--- src/sv/tty_line_discipline_core_defines.svh ---
// assertion macros shared by the line discipline rtl
`ifndef TTY_LINE_DISCIPLINE_CORE_DEFINES_SVH
`define TTY_LINE_DISCIPLINE_CORE_DEFINES_SVH

// same-cycle implication, checked out of reset
`define TLD_ASSERT_IMPL(lbl, ante, cons) \
	lbl: assert property (@(posedge clk) disable iff (!arst_n) (ante) |-> (cons)) \
		else $error("tld assertion failed");

// next-cycle implication, checked out of reset
`define TLD_ASSERT_NEXT(lbl, ante, cons) \
	lbl: assert property (@(posedge clk) disable iff (!arst_n) (ante) |=> (cons)) \
		else $error("tld assertion failed");

`endif

--- src/sv/tld_pkg.sv ---
// shared types and constants of the line discipline
package tld_pkg;

	localparam int LINE_DEPTH = 62;
	localparam int LEN_W      = 6;
	localparam int ADDR_W     = $clog2(LINE_DEPTH);
	localparam int CHAR_W     = 8;
	localparam int CFG_W      = 6;
	localparam int CFG_IDX_W  = 2;

	localparam logic [CHAR_W-1:0] DEL_CHAR  = 8'h7f;
	localparam logic [CHAR_W-1:0] LF_CHAR   = 8'h0a;
	localparam logic [CHAR_W-1:0] CR_CHAR   = 8'h0d;
	localparam logic [LEN_W-1:0]  LIMIT_MIN = 6'd2;
	localparam logic [LEN_W-1:0]  LIMIT_RST = 6'd62;

	typedef enum logic [CFG_IDX_W-1:0] {
		REG_ECHO_ENABLE,
		REG_INPUT_CRLF,
		REG_OUTPUT_CRLF,
		REG_LINE_LIMIT
	} reg_idx_t;

	typedef enum logic [1:0] {
		SEL_CR,
		SEL_CH,
		SEL_LINE
	} out_sel_t;

	typedef enum logic [2:0] {
		ST_IDLE,
		ST_WR_LF,
		ST_DECIDE,
		ST_ECHO_CR,
		ST_ECHO_CH,
		ST_LINE
	} state_t;

	typedef struct packed {
		logic     accept;
		logic     wr_lf;
		logic     out_load;
		out_sel_t out_sel;
		logic     out_last;
		logic     rd_start;
		logic     rd_next;
		logic     len_clear;
	} ctrl_cmd_t;

	typedef struct packed {
		logic rx_del;
		logic rx_crlf;
		logic len_zero;
		logic ch_lf;
		logic echo_en;
		logic out_crlf;
		logic deliver;
		logic line_end;
		logic out_free;
	} dp_stat_t;

endpackage

--- src/sv/tld_ctrl.sv ---
// sequencing state machine of the line discipline
module tld_ctrl (
	input  logic                clk,
	input  logic                arst_n,
	input  logic                in_valid,
	output logic                in_ready,
	input  tld_pkg::dp_stat_t   stat,
	output tld_pkg::ctrl_cmd_t  cmd
);
	import tld_pkg::*;

	state_t state_q;
	state_t state_d;

	// state register
	always_ff @(posedge clk or negedge arst_n) begin
		if (!arst_n) begin
			state_q <= ST_IDLE;
		end else begin
			state_q <= state_d;
		end
	end

	// next state and commands
	always_comb begin
		state_d  = state_q;
		cmd      = '0;
		in_ready = 1'b0;
		unique case (state_q)
			ST_IDLE: begin
				in_ready = 1'b1;
				if (in_valid) begin
					cmd.accept = 1'b1;
					// del on an empty line is dropped silently
					if (stat.rx_del && stat.len_zero) begin
						state_d = ST_IDLE;
					end else if (stat.rx_crlf) begin
						state_d = ST_WR_LF;
					end else begin
						state_d = ST_DECIDE;
					end
				end
			end
			ST_WR_LF: begin
				cmd.wr_lf = 1'b1;
				state_d   = ST_DECIDE;
			end
			ST_DECIDE: begin
				if (stat.echo_en && stat.ch_lf && stat.out_crlf) begin
					state_d = ST_ECHO_CR;
				end else if (stat.echo_en) begin
					state_d = ST_ECHO_CH;
				end else if (stat.deliver) begin
					cmd.rd_start = 1'b1;
					state_d      = ST_LINE;
				end else begin
					state_d = ST_IDLE;
				end
			end
			ST_ECHO_CR: begin
				if (stat.out_free) begin
					cmd.out_load = 1'b1;
					cmd.out_sel  = SEL_CR;
					state_d      = ST_ECHO_CH;
				end
			end
			ST_ECHO_CH: begin
				if (stat.out_free) begin
					cmd.out_load = 1'b1;
					cmd.out_sel  = SEL_CH;
					cmd.out_last = !stat.deliver;
					if (stat.deliver) begin
						cmd.rd_start = 1'b1;
						state_d      = ST_LINE;
					end else begin
						state_d = ST_IDLE;
					end
				end
			end
			ST_LINE: begin
				if (stat.out_free) begin
					cmd.out_load = 1'b1;
					cmd.out_sel  = SEL_LINE;
					cmd.out_last = stat.line_end;
					if (stat.line_end) begin
						cmd.len_clear = 1'b1;
						state_d       = ST_IDLE;
					end else begin
						cmd.rd_next = 1'b1;
					end
				end
			end
			default: begin
				state_d = ST_IDLE;
			end
		endcase
	end

endmodule

--- src/sv/tld_dp.sv ---
// line store, length, settings and output register of the line discipline
module tld_dp (
	input  logic                          clk,
	input  logic                          arst_n,
	input  logic                          cfg_we,
	input  logic [tld_pkg::CFG_IDX_W-1:0] cfg_index,
	input  logic [tld_pkg::CFG_W-1:0]     cfg_data,
	input  logic [tld_pkg::CHAR_W-1:0]    rx_char,
	input  logic                          out_ready,
	output logic                          out_valid,
	output logic                          kind,
	output logic [tld_pkg::CHAR_W-1:0]    out_char,
	output logic                          last,
	input  tld_pkg::ctrl_cmd_t            cmd,
	output tld_pkg::dp_stat_t             stat
);
	import tld_pkg::*;

	logic              echo_enable_q;
	logic              input_crlf_q;
	logic              output_crlf_q;
	logic [LEN_W-1:0]  line_limit_q;
	logic [LEN_W-1:0]  lim;

	logic [LEN_W-1:0]  len_q;
	logic [CHAR_W-1:0] ch_q;
	logic [ADDR_W-1:0] idx_q;
	logic [CHAR_W-1:0] rdata_q;
	logic [CHAR_W-1:0] mem_q [LINE_DEPTH];

	logic              out_valid_q;
	logic              kind_q;
	logic [CHAR_W-1:0] char_q;
	logic              last_q;

	logic              rx_del;
	logic              rx_lf;
	logic              room;
	logic              rx_crlf;
	logic              has_space;
	logic              mem_we;
	logic [CHAR_W-1:0] wr_data;
	logic              rd_en;
	logic [ADDR_W-1:0] rd_addr;
	logic              out_free;

	// configuration registers
	always_ff @(posedge clk or negedge arst_n) begin
		if (!arst_n) begin
			echo_enable_q <= 1'b1;
			input_crlf_q  <= 1'b1;
			output_crlf_q <= 1'b1;
			line_limit_q  <= LIMIT_RST;
		end else if (cfg_we) begin
			unique case (reg_idx_t'(cfg_index))
				REG_ECHO_ENABLE: echo_enable_q <= cfg_data[0];
				REG_INPUT_CRLF:  input_crlf_q  <= cfg_data[0];
				REG_OUTPUT_CRLF: output_crlf_q <= cfg_data[0];
				REG_LINE_LIMIT:  line_limit_q  <= cfg_data[LEN_W-1:0];
				default: ;
			endcase
		end
	end

	// clamp the limit into the usable range
	always_comb begin
		if (line_limit_q < LIMIT_MIN) begin
			lim = LIMIT_MIN;
		end else if (line_limit_q > LEN_W'(LINE_DEPTH)) begin
			lim = LEN_W'(LINE_DEPTH);
		end else begin
			lim = line_limit_q;
		end
	end

	// decode of the incoming character
	assign rx_del    = (rx_char == DEL_CHAR);
	assign rx_lf     = (rx_char == LF_CHAR);
	assign room      = (({1'b0, len_q} + (LEN_W+1)'(1)) < {1'b0, lim});
	assign rx_crlf   = rx_lf && input_crlf_q && room;
	assign has_space = (len_q < LEN_W'(LINE_DEPTH));

	// store write: first byte on accept, the lf of a cr lf pair afterwards
	assign mem_we  = ((cmd.accept && !rx_del) || cmd.wr_lf) && has_space;
	assign wr_data = cmd.wr_lf ? LF_CHAR : (rx_crlf ? CR_CHAR : rx_char);
	assign rd_en   = cmd.rd_start || cmd.rd_next;
	assign rd_addr = cmd.rd_start ? '0 : (idx_q + ADDR_W'(1));

	// line store, written and read through one port each, read registered
	always_ff @(posedge clk) begin
		if (mem_we) begin
			mem_q[len_q[ADDR_W-1:0]] <= wr_data;
		end
		if (rd_en) begin
			rdata_q <= mem_q[rd_addr];
		end
	end

	// held character of the current request
	always_ff @(posedge clk) begin
		if (cmd.accept) begin
			ch_q <= rx_char;
		end
	end

	// line length and delivery index
	always_ff @(posedge clk or negedge arst_n) begin
		if (!arst_n) begin
			len_q <= '0;
			idx_q <= '0;
		end else begin
			if (cmd.len_clear) begin
				len_q <= '0;
			end else if (cmd.accept && rx_del) begin
				if (len_q != '0) begin
					len_q <= len_q - LEN_W'(1);
				end
			end else if (mem_we) begin
				len_q <= len_q + LEN_W'(1);
			end
			if (rd_en) begin
				idx_q <= rd_addr;
			end
		end
	end

	// output register
	assign out_free = !out_valid_q || out_ready;

	always_ff @(posedge clk or negedge arst_n) begin
		if (!arst_n) begin
			out_valid_q <= 1'b0;
		end else if (cmd.out_load) begin
			out_valid_q <= 1'b1;
		end else if (out_ready) begin
			out_valid_q <= 1'b0;
		end
	end

	always_ff @(posedge clk) begin
		if (cmd.out_load) begin
			last_q <= cmd.out_last;
			case (cmd.out_sel)
				SEL_CR: begin
					kind_q <= 1'b0;
					char_q <= CR_CHAR;
				end
				SEL_CH: begin
					kind_q <= 1'b0;
					char_q <= ch_q;
				end
				default: begin
					kind_q <= 1'b1;
					char_q <= rdata_q;
				end
			endcase
		end
	end

	assign out_valid = out_valid_q;
	assign kind      = kind_q;
	assign out_char  = char_q;
	assign last      = last_q;

	// status toward the controller
	always_comb begin
		stat          = '0;
		stat.rx_del   = rx_del;
		stat.rx_crlf  = rx_crlf;
		stat.len_zero = (len_q == '0);
		stat.ch_lf    = (ch_q == LF_CHAR);
		stat.echo_en  = echo_enable_q;
		stat.out_crlf = output_crlf_q;
		stat.deliver  = ((ch_q == LF_CHAR) || (ch_q == CR_CHAR) || (len_q >= lim))
			&& (len_q != '0);
		stat.line_end = ({1'b0, idx_q} == ((LEN_W+1)'(len_q) - (LEN_W+1)'(1)));
		stat.out_free = out_free;
	end

endmodule

--- src/sv/tty_line_discipline_core.sv ---
// steps: accept, an extra write state for a stored cr lf pair, a decision state, then
// one result per cycle while the output register has room; a request causes up to 64 results
// line bytes stream at one per cycle, unless the output stalls, from the
// single registered read port of the line store
// reset: settings return to defaults and the length to zero; the store is not cleared
// top level of the line discipline
`include "tty_line_discipline_core_defines.svh"

module tty_line_discipline_core (
	input  logic                          clk,
	input  logic                          arst_n,
	input  logic                          cfg_we,
	input  logic [tld_pkg::CFG_IDX_W-1:0] cfg_index,
	input  logic [tld_pkg::CFG_W-1:0]     cfg_data,
	input  logic                          in_valid,
	output logic                          in_ready,
	input  logic [tld_pkg::CHAR_W-1:0]    rx_char,
	output logic                          out_valid,
	input  logic                          out_ready,
	output logic                          kind,
	output logic [tld_pkg::CHAR_W-1:0]    out_char,
	output logic                          last
);
	import tld_pkg::*;

	ctrl_cmd_t cmd;
	dp_stat_t  stat;

	tld_ctrl u_ctrl (
		.clk      (clk),
		.arst_n   (arst_n),
		.in_valid (in_valid),
		.in_ready (in_ready),
		.stat     (stat),
		.cmd      (cmd)
	);

	tld_dp u_dp (
		.clk       (clk),
		.arst_n    (arst_n),
		.cfg_we    (cfg_we),
		.cfg_index (cfg_index),
		.cfg_data  (cfg_data),
		.rx_char   (rx_char),
		.out_ready (out_ready),
		.out_valid (out_valid),
		.kind      (kind),
		.out_char  (out_char),
		.last      (last),
		.cmd       (cmd),
		.stat      (stat)
	);

	// a kept request blocks further input while it is worked on
	`TLD_ASSERT_NEXT(a_busy_after_take, in_valid && in_ready && (rx_char != DEL_CHAR), !in_ready)
	// the last line byte empties the line
	`TLD_ASSERT_NEXT(a_line_clears, cmd.out_load && cmd.len_clear, stat.len_zero)
	// a result is only loaded into a free output register
	`TLD_ASSERT_IMPL(a_load_when_free, cmd.out_load, stat.out_free)

endmodule

--- config.mk ---
export PLATFORM = sky130hd
export DESIGN_NAME = tty_line_discipline_core
export DESIGN_NICKNAME = d
export VERILOG_FILES = /design/src/sv/tld_pkg.sv /design/src/sv/tld_ctrl.sv /design/src/sv/tld_dp.sv /design/src/sv/tty_line_discipline_core.sv
export VERILOG_INCLUDE_DIRS = /design/src /design/src/sv
export SDC_FILE = /design/constraint.sdc
export NUM_CORES = 1
export LEC_CHECK = 0
export BUFFER_PORTS_ARGS = -buffer_cell sky130_fd_sc_hd__buf_2
export CORE_MARGIN = 2
export CORE_UTILIZATION = 30
export CTS_CLUSTER_SIZE = 8
export DETAILED_ROUTE_END_ITERATION = 7
export PLACE_DENSITY = 0.47
export SETUP_SLACK_MARGIN = 0.15
export SLEW_MARGIN = 20
export SYNTH_ARGS = -nofsm -noshare
export SYNTH_HDL_FRONTEND = slang
export SYNTH_SLANG_ARGS = --single-unit
--- constraint.sdc ---
create_clock -name clk -period 7.1 [get_ports clk]
set_input_delay 1.42 -clock clk [delete_from_list [all_inputs] [get_ports clk]]
set_output_delay 1.42 -clock clk [all_outputs]
set_load 0.01 [all_outputs]
; ---- Word-level counts from Yosys, hierarchy flattened
; Memory sizes are Yosys's and may differ from the RTL's. A register that Yosys moved wholly into a read port is not among the register bits.
; Cells that the tools add are included.
; W data, S select, Z words.
[word_totals]
regBits = 43
ram_bits = 496
in_bits = 21
out_inout_bits = 12
word_cells = 117
n_memories = 1
[mem_list]
columns = name, words, width, rd, rd_clocked_by_memory_dff, write_ports, line_no
row1 = u_dp.mem_q, 62, 8, 1, 1, 1, tld_dp.sv:29  ; logic [CHAR_W-1:0] mem_q [LINE_DEPTH];
[op_classes]
n_addsub = 5
order_cmp = 5
eq_ne = 20
mux = 43
reduce_logical = 31
[ops]
columns = op, n
row1 = $mux W6, 7
row2 = $mux W3, 9
row3 = $eq A8 B4 Y1 const B, 3
row4 = $pmux W3 S6, 1
row5 = $mux W8, 2
row6 = $pmux W8 S2, 1
row7 = $mux W1, 14
row8 = $add A6 B1 Y6 const B, 2
row9 = $reduce_and A2 Y1, 5
row10 = $logic_and A1 B1 Y1, 9
row11 = $pmux W3 S3, 1
row12 = $eq A8 B7 Y1 const B, 1
row13 = $mux W2, 4
row14 = $ne A2 B1 Y1 const B, 4
row15 = $add A6 B1 Y7 const B, 1
row16 = $eq A6 B7 Y1, 1
row17 = $lt A7 B6 Y1, 1
row18 = $sub A6 B1 Y7 const B, 1
row19 = $eq A3 B2 Y1 const B, 2
row20 = $eq A3 B3 Y1 const B, 2
row21 = $ge A6 B6 Y1, 1
row22 = $gt A6 B6 Y1 const B, 1
row23 = $logic_not A6 Y1, 1
row24 = $lt A6 B2 Y1 const B, 1
row25 = 19 further kinds, 29

; ---- Depth between registers and ports, before layout
; Gate-level depths: netlist of run 1.
[logic_depth]
word_depth = 12
depth_mapped = 16
ltp_nobuf = 13

; ---- Modules after synthesis
; Synthesis of run 1 repeated with hierarchy kept, for this count alone.
[unflattened]
cells_unflattened = 1532
area_unflattened_um2 = 23092.1
[modules_own_cells]
columns = mod, instances, cells_each, area_per_inst_um2, seq_area_each_um2
row1 = tld_dp, 1, 1488, 22756.8, 16235.6
row2 = tld_ctrl, 1, 44, 335.3, 75.1

; ---- Worst setup path before layout of run 1
; Ideal clock, no wire load.
[synth_path]
path_kind = input -> register
from = in rx_char[0] (netlist bit)
to = mem u_dp.mem_q[0][0], data pin
setup_ns = 0.490
arrival_ns = 3.990
required_time_ns = 6.610
setup_slack_ns = 2.620
path_stages = 6
path_buffers = 0
cell_sequence = or4_1 a21oi_1 o211ai_1 a31oi_1 nor2_1 nor2_1
[synth_between]
elab_chain_cells = 5
[synth_rtl]
columns = item, line_no
row1 = start: declaration, tty_line_discipline_core.sv:17  ; input logic [tld_pkg::CHAR_W-1:0] rx_char,
row2 = $eq A8 B4 Y1, tld_dp.sv:78  ; assign rx_lf = (rx_char == LF_CHAR);
row3 = $logic_and A1 B1 Y1 (2 in series), tld_dp.sv:80  ; assign rx_crlf = rx_lf && input_crlf_q && room;
row4 = $mux W8 (*) (2 in series), tld_dp.sv:85  ; assign wr_data = cmd.wr_lf ? LF_CHAR : (rx_crlf ? CR_CHAR : rx_char);
row5 = net u_dp.wr_data[0], tld_dp.sv:42  ; logic [CHAR_W-1:0] wr_data;
row6 = end: declaration, tld_dp.sv:29
; The timed path passes the listed nets; every way through them passes the cells marked *.

; ---- Worst setup path after layout of run 1
[layout_path]
from = reg u_dp.idx_q[0]
to = reg u_dp.rdata_q[5] (read register of u_dp.mem_q), data pin
[layout_between]
elab_chain_cells = 5
elab_cells_between_ends = 7
classes_between = 1 x add/sub / 1 x eq/ne / 4 x mux / 1 x reduce/logical
[layout_rtl]
columns = item, line_no
row1 = start: declaration, tld_dp.sv:27  ; logic [ADDR_W-1:0] idx_q;
row2 = start signal: assignment, tld_dp.sv:122  ; idx_q <= rd_addr;
row3 = $eq A6 B7 Y1, tld_dp.sv:176  ; stat.line_end = ({1'b0, idx_q} == ((LEN_W+1)'(len_q) - (LEN_W+1)'(1)));
row4 = $mux W1, tld_ctrl.sv:85  ; if (stat.line_end) begin
row5 = $mux W2, tld_ctrl.sv:81  ; if (stat.out_free) begin
row6 = $mux W2, tld_ctrl.sv:29  ; unique case (state_q)
row7 = $logic_or A1 B1 Y1, tld_dp.sv:86  ; assign rd_en = cmd.rd_start || cmd.rd_next;
row8 = end: declaration, tld_dp.sv:28  ; logic [CHAR_W-1:0] rdata_q;
; Several ways; a longest one is shown, not always the timed one.
; A chain may end at the register's enable or synchronous reset.

==> results list, run 1 <==
* Status: finished clean
- The completed layout was analyzed and its total power is 10500 uW.
- Fin cells: 2676
- No sink is reached through more buffers than the 3 on the longest clock path.
- Detailed placement ended at an HPWL of 45.6 mm.
- Floorplan die width: 283 um
- Total area of multi-input combinational cells: 6670 um^2
* Most frequently used flop master after synthesis: sky130_fd_sc_hd__edfxtp_1
* Number of routed nets with antenna violations: 0
- Critical path startpoint category: flip-flop
- Mapped cell area: 23400 um^2
- The clock period could shrink to 5320 ps.
- 33 I/O pins were placed.
- For this run the aggregate overflow at the end of global routing stands at 0.
- Setup repair after global routing missed its margin: false
* Worst Path Max Fanout: 46
- Placed Cells incl. Taps: 2579
- In the final routed layout, each cell accounts on average for 27.6 um.
* Number of library cell types mapped by synthesis: 90
- Worst Max-Slew Pin Slew: 1220 ps
- After detailed placement, the total cell area comes to 24700 um^2.
- Level count of the clock H-tree: 3
- 0 antenna diodes ended up in the layout.
- Class of the most critical hold timing path: reg2reg
- Number of warnings issued by yosys: 0
- Instance count of the mapped netlist: 1567
- Buffers inserted during clock tree synthesis total 78.
- Via count of the first global-routing pass: 14200
- Starting density of the core: 30.2%
- The final hold violation count was 0.
- In the global route stage, overall resource usage came out at 18.1%.
* Area of the die: 80100 um^2
- Synthesized flop and latch total: 547
* Clk pin slew, worst setup/hold paths: 50 ps
* Maximum number of pins on one net before global-route repair: 63
- Syn_area_per_cell: 14.9 um^2
* Sequential area share after synthesis: 69.8%
- Adding up every negative setup slack in the final design gives 0 ps.
- The total area inside the core boundary comes to 77300 um^2.
- Die boundary height: 283 um
- # port buffers: 32
- For the worst setup path, the data arrival time is 5740 ps.
- Of all flip-flops after synthesis, the portion carrying an async set or reset was 4.57%.
* Number of hold buffers added after cts: 0
- Max-cap violations in this run came to 0.
* Leakage power: 0.00847 uW
- CP top delay family: simple AND/OR/NAND/NOR gates
- Counting every sink on the clock net gives 547.
* Post-CTS setup buffers: 0
- Gpl congestion: 0.858
- Initial antenna violation count: 0
* Setup violation total in the final timing report: 0
* Initial detailed-routing violation count: 1460
* Highest clock rate: 0.188 GHz
* DR vias/cell: 5.40
* Count of vias placed by the detailed router: 14500
* Wire length of the first global-routing pass: 106 mm
- The critical path goes through buf_4, nand3_1, xor2_2, a21oi_1, or2_2, nor2_1, a21boi_0, a211oi_1, o32ai_1.
- Headroom to the max-slew limit came out at 18.2%.
- Total Nets Final: 1661
* Slew Viols, Final: 0
- The floorplan has 102 rows.
- On the worst path, the slowest cell contributes a delay of 850 ps.
- Dividing the final minimum period by the clock period gives 74.9%.
* Crit path kind: reg2reg
* Critical path capture point type: flip-flop
- Clock skew on the completed layout was measured at 23.5 ps.
- Synthesized Nets: 1609
* Buffers and inverters on the worst path: 1
- Worst Path Required: 7530 ps
- Counting the fill cells in the layout gives 7482.
- TritonCTS built the clock tree.
- Post-route standard cell area excluding fillers: 26800 um^2
- Clock latency on the worst-skew pair, taken at its later pin, is 610 ps.
- In the final layout, the share of cells above drive strength 1 is 15.5%.
- VDD IR-drop max: 0.177 mV
- TritonRoute pass-1 iters: 5
* Residual DRC count: 0
- The final layout contains routed wiring with a total length of 73.8 mm.
* Area growth syn-to-layout: 14.9%
- Slowest library cell on the worst path: sky130_fd_sc_hd__nor2_1
- In this run, post-CTS repair resized a total of 0 instances.
- CTS placed an instance of sky130_fd_sc_hd__clkbuf_16 at the clock tree root.
- Registers take 16300 um^2.
- In this run, synthesis inferred 522 flip-flops with an integrated enable.
- Power density of the placed cells: 392 nW/um^2
-- area by class of cell --
cell class                 instances  area share (%)
sequential                       547            60.8
clock buffer                      92            7.55
tap                             1040            4.85
clock inverter                     5           0.298
multi-input combinational        914            24.9
inverter                          16           0.224
timing repair buffer              62            1.44
-- cell families (layout without fill, tap and decap cells) --
kind of cell	Yosys count	after routing	share of synthesized area, %
xor+xnor	23	23	0.926
fa+ha+maj	21	21	1.16
mux	158	158	8.23
simple gates	405	405	8.04
buf+inv	106	175	2.05
compound gates	307	307	9.79
flops	547	547	69.8
-- state kept, by name, indices dropped and copies added (netlist names), 3 cells and up --
register and cells:
u_dp.mem_q 496, u_dp.ch_q 8, u_dp.out_char 8, u_dp.rdata_q 8
u_dp.idx_q 6, u_dp.len_q 6, u_dp.line_limit_q 6, u_ctrl.state_q 3
-- cells in the mapped netlist, types with 16 or more instances --
cell type,number,area share [%]
sky130_fd_sc_hd__edfxtp_1,522,67
sky130_fd_sc_hd__nor2_1,130,2.1
sky130_fd_sc_hd__nand2_1,118,1.9
sky130_fd_sc_hd__mux2i_1,101,4.3
sky130_fd_sc_hd__a21oi_1,57,1.2
sky130_fd_sc_hd__nand3_1,49,1.0
sky130_fd_sc_hd__o21ai_0,44,0.94
sky130_fd_sc_hd__clkbuf_1,41,0.66
sky130_fd_sc_hd__buf_2,35,0.75
sky130_fd_sc_hd__mux2_2,30,1.4
sky130_fd_sc_hd__mux4_2,24,2.3
sky130_fd_sc_hd__a211oi_1,22,0.71
sky130_fd_sc_hd__ha_1,20,1.1
sky130_fd_sc_hd__dfrtp_1,17,1.8
sky130_fd_sc_hd__inv_1,16,0.26
sky130_fd_sc_hd__nor3_1,16,0.34
-- path summary, 6_finish.rpt --
check,startpoint,to,slack (ps),cells after the start
worst max-delay path,u_dp.idx_q[0]$_DFFE_PN0P_,u_dp.rdata_q[5]$_DFFE_PP_,1780,9
worst min-delay path,u_dp.line_limit_q[0]$_DFFE_PN0P_,u_dp.line_limit_q[0]$_DFFE_PN0P_,510,1
worst max register to register,u_dp.idx_q[0]$_DFFE_PN0P_,u_dp.rdata_q[5]$_DFFE_PP_,1780,9
worst min register to register,u_dp.line_limit_q[0]$_DFFE_PN0P_,u_dp.line_limit_q[0]$_DFFE_PN0P_,510,1
max in group asynchronous,arst_n,u_dp.idx_q[0]$_DFFE_PN0P_,5800,1
min in group asynchronous,arst_n,u_dp.idx_q[5]$_DFFE_PN0P_,830,1
-- where the power goes --
group          total (uW)  internal, uW  switching (uW)
Sequential           4020          3820             204
Clock                3330          2010            1320
Combinational        3160           913            2250
Total               10500          6750            3770
-- placed cells by master (no fill, tap or decap), drive strengths merged, types with 16 or more instances in the layout --
master / n
nor2: 135
ha: 20
a21oi: 57
o211ai: 16
a211oi: 22
buf: 62
nand3: 49
inv: 18
dfrtp: 17
clkbuf: 92
edfxtp: 522
o21ai: 48
nor3: 17
nand2: 119
mux4: 24
mux2: 33
mux2i: 101
-- layer usage --
layer	up-vias	GRT usage (%)	part of all wire, %
met5	-	0	0
met4	0	6.22	2.8
met3	109	2.83	7.2
met2	604	28.2	46
met1	7504	25.7	44
li1	6233	-	-
-- through the flow --
| stage | utilization [%] | hold WS (ps) | worst slack [ps] |
|---|---|---|---|
| after floorplan | - | 471 | 2620 |
| after global placement | 32.0 | 508 | 1940 |
| after CTS | 34.7 | 517 | 1850 |
| after detailed placement | 32.0 | 502 | 1850 |
| final | 34.7 | 510 | 1780 |
| after global routing | 34.7 | 532 | 1660 |
Note: power is estimated with default switching activity, not from simulation.
==> run 2: changes to the inputs <==
==> constraint.sdc (replaced) <==
create_clock -name clk -period 5.5 [get_ports clk]
set_input_delay 1.1 -clock clk [delete_from_list [all_inputs] [get_ports clk]]
set_output_delay 1.1 -clock clk [all_outputs]
set_load 0.01 [all_outputs]
==> results list, run 2 (same netlist as run 1, synthesis figures left out) <==
- The run finished with clean final reports.
* Placed cell areas: 24900 um^2 (+0.50%)
- The fraction of final layout cells with drive strength greater than 1 came to 16.3% (+0.77 points).
- Cell chosen for the clock root: sky130_fd_sc_hd__clkbuf_16
- Setup repair after global routing left no endpoint under its margin.
- Number of top-level design ports: 33 (unchanged)
- Via count of the first global-routing pass: 14500 (+2.1%)
* Die boundary height: 283 um (unchanged)
- Number of hold buffers added after cts: 0 (unchanged)
- Power density of the placed cells: 506 nW/um^2 (+29%)
- The residual overflow from global routing came to 0 (unchanged).
- Area of the die: 80100 um^2 (unchanged)
- Worst Max-Slew Pin Slew: 1120 ps (-101 ps)
* Final clock skew: 30.3 ps (+6.85 ps)
- Floorplan die width: 283 um (unchanged)
- The maximum buffer depth of the clock tree is 3 (unchanged).
- The final layout net count is 1674 (+0.78%).
* Leading cell types in the layout, fill and taps excluded: 522 x sky130_fd_sc_hd__edfxtp_1, 127 x sky130_fd_sc_hd__nor2_1, 117 x sky130_fd_sc_hd__nand2_1
* Initial detailed-routing violation count: 1441 (-1.3%)
* Crit path kind: reg2reg
- Clock buffer count from CTS: 78 (unchanged)
- Leakage power: 0.00858 uW (+1.3%)
- The clock-pin transition on the worst setup and hold timing paths is 60 ps (about the same).
- TritonCTS built the clock tree.
* Initial antenna violation count: 0 (unchanged)
- Slowest library cell on the worst path: sky130_fd_sc_hd__a311oi_1
* Class of the most critical hold timing path: in2async
- The number of cells upsized or downsized after cts was 0 (unchanged).
- The clock period minus worst slack was 4770 ps (-547 ps).
- The post-CTS repair timing setup buffer count was 0 (unchanged).
* Number of routed nets with antenna violations: 0 (unchanged)
- The final-report max-slew violation count came to 0 (unchanged).
* TNS Setup: 0 ps (unchanged)
- The number of detailed-route iterations in the first pass is 6 (+1).
- Critical path startpoint category: flip-flop
* Count of filler cells inserted in the layout: 7531 (+0.65%)
* HPWL reported at the end of detailed placement: 47.8 mm (+4.8%)
- The overall power is 13700 uW (+30%).
- Arrival time of data at the critical path endpoint: 5120 ps (-620 ps)
* Buffers and inverters on the worst path: 3 (+2)
* Highest clock rate: 0.210 GHz (+11%)
- The antenna diode count is 0 (unchanged).
* Starting density of the core: 30.2% (unchanged)
- Delay of the slowest critical-path stage: 560 ps (-290 ps)
- Level count of the clock H-tree: 3 (unchanged)
- Minimum hold slack: 498 ps (-12.1 ps)
* Critical path capture point type: flip-flop
- The endpoint required time on the critical path came to 5850 ps (-1680 ps).
* Clk sinks: 547 (unchanged)
- Maximum number of pins on one net before global-route repair: 70 (+11%)
* Residual DRC count: 0 (unchanged)
- Count of maximum capacitance violations: 0 (unchanged)
* VDD IR-drop max: 0.227 mV (+28%)
- The floorplan core area came to 77300 um^2 (unchanged).
- Commonest non-fill, non-tap cell in the layout: sky130_fd_sc_hd__edfxtp_1
* Sum of routed wire length over all layers: 74.9 mm (+1.4%)
- Post-route standard cell area excluding fillers: 27000 um^2 (+0.75%)
- Final period utilization: 86.7% (+12 points)
- Traced cell by cell, the critical path runs through inv_1, a41oi_1, a21oi_1, nor2b_1, ha_1, nand2b_1, a21oi_1, o2111ai_1, nand2_2, buf_4, buf_4, mux2i_1, o21ai_0, a311oi_1, o32ai_1.
- Compared with the post-synthesis result, the final layout area differs by 15.7%.
* Gpl congestion: 0.937 (+9.2%)
- Total number of placement rows: 102 (unchanged)
- Global-route total usage across every layer: 18.5% (+0.40 points)
* Number of flip-flops under the largest register name: 496 (unchanged)
- The ratio of routed vias to standard cells was 5.36 (-0.72%).
- The count of buffers inserted at the top-level ports is 32 (unchanged).
- Count of vias placed by the detailed router: 14400 (-0.16%)
- CP top delay family: compound AO/OA/AOI/OAI gates
* Worst Path Max Fanout: 21 (-54%)
- The wire length of the first global-routing pass was 107 mm (+1.7%).
* Finished Core Util: 35.0% (+0.26 points)
* Final hold viol count: 0 (unchanged)
* Setup violation total in the final timing report: 0 (unchanged)
- The clock latency on the worst-skew pair was 630 ps (+20 ps).
- The normalized max-slew margin came to 23.2% (+5.0 points).
- The wire length per cell came to 27.8 um (+0.88%).
run 2: worst register-to-register path: stages (launching register included):
cell and delay (ps):
sky130_fd_sc_hd__dfstp_2 540, sky130_fd_sc_hd__inv_1 70, sky130_fd_sc_hd__a41oi_1 340, sky130_fd_sc_hd__a21oi_1 90, sky130_fd_sc_hd__nor2b_1 200, sky130_fd_sc_hd__ha_1 260
sky130_fd_sc_hd__nand2b_1 150, sky130_fd_sc_hd__a21oi_1 370, sky130_fd_sc_hd__o2111ai_1 440, sky130_fd_sc_hd__nand2_2 210, sky130_fd_sc_hd__buf_4 270, sky130_fd_sc_hd__buf_4 370
sky130_fd_sc_hd__mux2i_1 260, sky130_fd_sc_hd__o21ai_0 220, sky130_fd_sc_hd__a311oi_1 560, sky130_fd_sc_hd__o32ai_1 170
run 2: final timing paths:
kind / depth (start not counted) / slack [ps] / end / from
max: 15 / 730 / u_dp.rdata_q[7]$_DFFE_PP_ / u_dp.line_limit_q[2]$_DFFE_PN1P_
min: 1 / 500 / u_dp.idx_q[3]$_DFFE_PN0P_ / arst_n
max reg2reg: 15 / 730 / u_dp.rdata_q[7]$_DFFE_PP_ / u_dp.line_limit_q[2]$_DFFE_PN1P_
min reg2reg: 1 / 560 / u_dp.line_limit_q[0]$_DFFE_PN0P_ / u_dp.line_limit_q[0]$_DFFE_PN0P_
max in group asynchronous: 1 / 4500 / u_dp.idx_q[0]$_DFFE_PN0P_ / arst_n
min in group clk: 1 / 560 / u_dp.line_limit_q[0]$_DFFE_PN0P_ / u_dp.line_limit_q[0]$_DFFE_PN0P_
run 2: area by class of cell:
cell class | instances | area, um^2 | share of cell area (%)
Clock buffer | 96 | 2130 | 7.86
Inverter | 16 | 60.1 | 0.222
Clock inverter | 3 | 58.8 | 0.217
Tap cell | 1040 | 1300 | 4.81
Multi-Input combinational cell | 914 | 6670 | 24.7
Sequential cell | 547 | 16300 | 60.3
Timing Repair Buffer | 75 | 508 | 1.88
run 2: routing by layer:
layer | up-vias | global-route usage [%] | part of all wire, % | wire length [um]
met2 | 631 | 28.6 | 45 | 34000
met4 | 0 | 6.81 | 3.1 | 2350
met1 | 7404 | 25.3 | 43 | 32400
li1 | 6276 | - | - | -
met3 | 116 | 4.47 | 8.1 | 6090
met5 | - | 0 | 0 | 0
run 2: power by group:
part / internal (uW) / leakage [uW] / switching (uW)
logic: 1230 / 0.00251 / 2850
registers: 4930 / 0.00500 / 241
clock network: 2710 / 0.00107 / 1710
total: 8870 / 0.00858 / 4800
run 2: metrics by stage:
stage / setup slack, ps / std cells
after floorplan: 1230 / 1567
after global placement: 778 / 2592
after detailed placement: 750 / 2592
after CTS: 747 / 2691
after global routing: 599 / 2691
final: 731 / 2691
